==> src/rtl/sps_ram.sv <==
`timescale 1ns / 1ps
// ----------------------------------------------------------------------------
// sps_ram
// simple dual port ram, one write port, one registered read port
// ----------------------------------------------------------------------------
module sps_ram #(
  parameter int WIDTH = 8,
  parameter int DEPTH = 256
) (
  input  logic                     clk,
  input  logic                     we,
  input  logic [$clog2(DEPTH)-1:0] waddr,
  input  logic [WIDTH-1:0]         wdata,
  input  logic [$clog2(DEPTH)-1:0] raddr,
  output logic [WIDTH-1:0]         rdata
);

  logic [WIDTH-1:0] mem [DEPTH];

  always_ff @(posedge clk) begin
    if (we) begin
      mem[waddr] <= wdata;
    end
    rdata <= mem[raddr];
  end

endmodule

==> config.mk <==
export PLATFORM = sky130hd
export DESIGN_NAME = sps_ram
export DESIGN_NICKNAME = d
export VERILOG_FILES = /design/src/rtl/sps_ram.sv
export SDC_FILE = /design/constraint.sdc
export NUM_CORES = 2
export LEC_CHECK = 0
export BUFFER_PORTS_ARGS = -buffer_cell sky130_fd_sc_hd__buf_2
export CAP_MARGIN = 20
export CORE_MARGIN = 1.5
export CORE_UTILIZATION = 50
export CTS_CLUSTER_SIZE = 16
export DETAILED_ROUTE_END_ITERATION = 7
export GPL_TIMING_DRIVEN = 0
export MAX_ROUTING_LAYER = met4
export PLACE_DENSITY = 0.73
export SLEW_MARGIN = 20
export SYNTH_ARGS = -nofsm -noshare
export SYNTH_HDL_FRONTEND = slang
export SYNTH_SLANG_ARGS = --single-unit
==> constraint.sdc <==
create_clock -name clk -period 2.7 [get_ports clk]
set_input_delay 0.27 -clock clk [delete_from_list [all_inputs] [get_ports clk]]
set_output_delay 0.27 -clock clk [all_outputs]
set_load 0.02 [all_outputs]
==> summary.md <==
| Metric | Value |
|---|---|
| Final hold vios | 0 |
| Row Count | 146 |
| Clock-pin slew on the worst setup and hold paths | 0.06 ns |
| Clock Skews | between 0.02 and 0.03 ns |
| Number of iterations in the first detailed-routing pass | 6 |
| Leak | about 0.028 uW |
| Sw Pwr | 14800 uW |
| CP Launch Point | raddr[2] |
| Initial antenna violation count | 19 |
| Clock Power Share | 0.406 |
| Die span in x | ~400 um |
| Post-Synthesis Cells | 3733 |
| Commonest non-fill, non-tap cell in the layout | edfxtp_1 |
| CTS Buf Count | roughly 200 |
| Sw frac | 0.224 |
| Outcome | finished, violations left |
| Worst R2R Start | mem[209][5]$_DFFE_PP_ |
| Starting Density | 0.503 |
| TNS Setup | -57.54 ns |
| Minimum clock period | roughly 3.0 ns |
| Failing checks | setup timing |
| Startpoint Class | input pin |
| Hold Startpoint | wdata[0] |
| Via count | between 40000 and 50000 |
| Final wirelength | ~230 mm |
| Total gr overflow | 0 |
| Dpl hpwl | 156 mm |
| CP arrival | 3.68 ns |
| Slew HR | 0.158 |
| Netlist cell types | 55 |
| Place WS | -2.17 ns |
| Worst hold margin | 0.0448 ns |
| CTS tree | done |
| Post-synthesis sequential area ratio | 0.775 |
| CP Max Fanout | 11 |
| Worst Hold Endpoint | mem[198][0]$_DFFE_PP_ |
| Drt drc | 0 |
| YS warnings | 0 |
| Setup crit end kind | register |
| IO Count | 34 |
| Syn Area/Cell | 21.3 um^2 |
| Worst skew pair latency | between 0.8 and 0.9 ns |
| Antenna Nets Post-Route | 0 |
| Syn nets | approximately 3800 |
| Fin nets | 4019 |
| WS Path Type | input pin to register |
| Combinational group share of total power | 0.061 |
| Total track usage | 0.299 |
| Core Region | between 150000 and 200000 um^2 |
| Commonest non-fill, non-tap cells in the layout | 2048 x edfxtp_1, 454 x mux4_2, 205 x nor2_1, 196 x clkbuf_16, 134 x mux2i_1 |
| First-pass GRT wire length | 322 mm |
| Vias in the first global route | between 40000 and 50000 |
| DR iter-0 viols | about 7400 |
| Reg2reg end | rdata[5]$_DFF_P_ |
| Design Area, Final | roughly 90000 um^2 |
| Die extent in y | 402 um |
| Max-cap check violation count | 0 |
| Synthesized area | between 70000 and 80000 um^2 |
| Pint | 51200 uW |
| IR drop worst, VDD | between 0.7 and 0.8 mV |
| Vias per cell | around 7 |
| Worst reg-to-reg path cell count | 6 |
| CTS Buffer Depth | 3 |
| P per Cell Area | about 730 nW/um^2 |
| Port Buffer Count | 26 |
| Upper clock frequency limit | around 330 MHz |
| Worst Hold Class | input pin to register |
| Root Buffer | clkbuf_16 |
| Flop pwr share | 0.533 |
| Final period util | 1.11 |
| Worst Tran Pin Value | between 1 and 1.5 ns |
| Clock Sinks | 2056 |
| Max Slew Vio Count | 0 |
| RSZ-0062 raised after global routing | yes |
| CTS H-tree depth | 4 |
| Final worst slack | -0.292 ns |
| Final setup fails | between 600 and 700 |
| WL/cell | between 30 and 40 um |
| Area grow syn2layout | 13.5% |
| Die area | 162000 um^2 |
| Layout filler cell count | between 10000 and 15000 |
| Placed cell area | approximately 83000 um^2 |
| Largest net degree at the start of global routing | ~140 |
| Required time of the worst setup path | between 3 and 4 ns |
| GPL Wtd Cong | ~1.1 |
| FF+latch count, synth | around 2100 |
| Setup slack, reg-to-reg | -0.06 ns |
| Layout cells sized above 1 | 0.263 |
| Hold path depth | 2 |
==> cells by family after synthesis <==
group                  count (synthesis)  share of synthesized area
DFF                                 2056                      0.775
muxes                                591                      0.146
and+or+nand+nor                      466                     0.0263
AOI/OAI and AO/OA                    385                     0.0342
buffers and inverters                235                     0.0183
==> through the flow <==
stage,power (uW),utilization,instances
after global placement,39500,0.520,5831
after global routing,67100,0.571,6232
after detailed placement,39600,0.526,5862
after CTS,65800,0.569,6218
final,66000,0.571,6238
after floorplan,37600,-,3733
==> layer usage <==
metal / part of all wire / GRT usage / vias up
met5: 0 / - / -
met4: 0.065 / 0.166 / 0
met3: 0.15 / 0.103 / 765
met2: 0.44 / 0.423 / 3597
met1: 0.34 / 0.381 / 22000
li1: - / - / 16300
==> flip-flops by register name, indices dropped and copies added (netlist names) <==
| register | count |
|---|---|
| rdata | 8 |
| mem | 2048 |
==> cell type report <==
type	instances	area (um^2)	share of cell area
sequential	2056	61700	0.683
multi-input combinational	1442	17200	0.190
clock buffer	247	5130	0.0568
inverter	2	7.51	0.0000832
timing repair buffer	66	1040	0.0116
tap	2072	2590	0.0287
buffer	230	1580	0.0175
antenna	20	50.0	0.000554
clock inverter	103	1060	0.0117
==> synth_stat cells (all sizes together) <==
cell        n  area [um^2]
mux2        1         11.3
dfxtp       8          160
o22a        5         43.8
inv         1         3.75
buf       122         1030
or3b        1         8.76
clkinv      1         3.75
and3b       2         17.5
o21ai      12         60.1
or2b        1         7.51
a2111oi     5         52.6
o211ai     10         75.1
a311oi      2         17.5
nor2      282         1060
mux2i     134         1340
a31oi       2         12.5
or2         4         25.0
nor2b      31          194
a22o        8         70.1
nand2b      8         50.1
clkbuf    111          417
o221ai     47          418
a221oi     14          129
a211oi     16          120
o32ai       5         51.3
o311ai      1         8.76
edfxtp   2048        61500
a21oi      96          480
nand2      33          124
mux4      456        10300
nand4      10         62.6
nand3b      2         15.0
a22oi     133          998
nand3      34          170
nor4       27          188
nor4b       1         8.76
nor3       22          110
nor3b       1         7.51
a21boi      1         7.51
and3        1         6.26
o22ai      28          175
and2        6         37.5
==> how the worst max path moves through the flow <==
| stage | to | slack [ns] | cells past startpoint |
|---|---|---|---|
| after floorplan | rdata[2]$_DFF_P_ | 0.49 | 9 |
| after CTS | rdata[1]$_DFF_P_ | -0.02 | 10 |
| after global placement | rdata[5]$_DFF_P_ | -2.65 | 9 |
| after detailed placement | rdata[1]$_DFF_P_ | -2.17 | 9 |
| after global routing | rdata[0]$_DFF_P_ | -0.19 | 9 |
| final | rdata[0]$_DFF_P_ | -0.29 | 9 |
==> timing repair <==
| item | 4_1_cts | 5_1_grt |
|---|---|---|
| pin swaps | 2 | 5 |
| setup buffers | 0 | 1 |
| setup endpoints to repair | 131 | 594 |
| hold buffers | 7 | 0 |
| gates resized for setup | 122 | 97 |
| hold endpoints to repair | 295 | 0 |
==> power by group through the flow <==
stage	Clock, uW	Sequential (uW)	Combinational, uW
floorplan	0	35900	1710
CTS	26700	35200	3840
global route	27900	35200	4040
detailed placement	0	35900	3690
finish	26800	35200	4010
global placement	0	36000	3500
==> worst max-delay path: stages <==
cell and delay (ns):
buf_2 0.26, buf_2 0.36, nand2_1 0.35, clkbuf_1 0.36, o221ai_1 0.42, nand2_1 0.16
a21oi_1 0.69, nor4_1 0.18, nor4_4 0.59
Note: power is estimated with default switching activity, not from simulation.
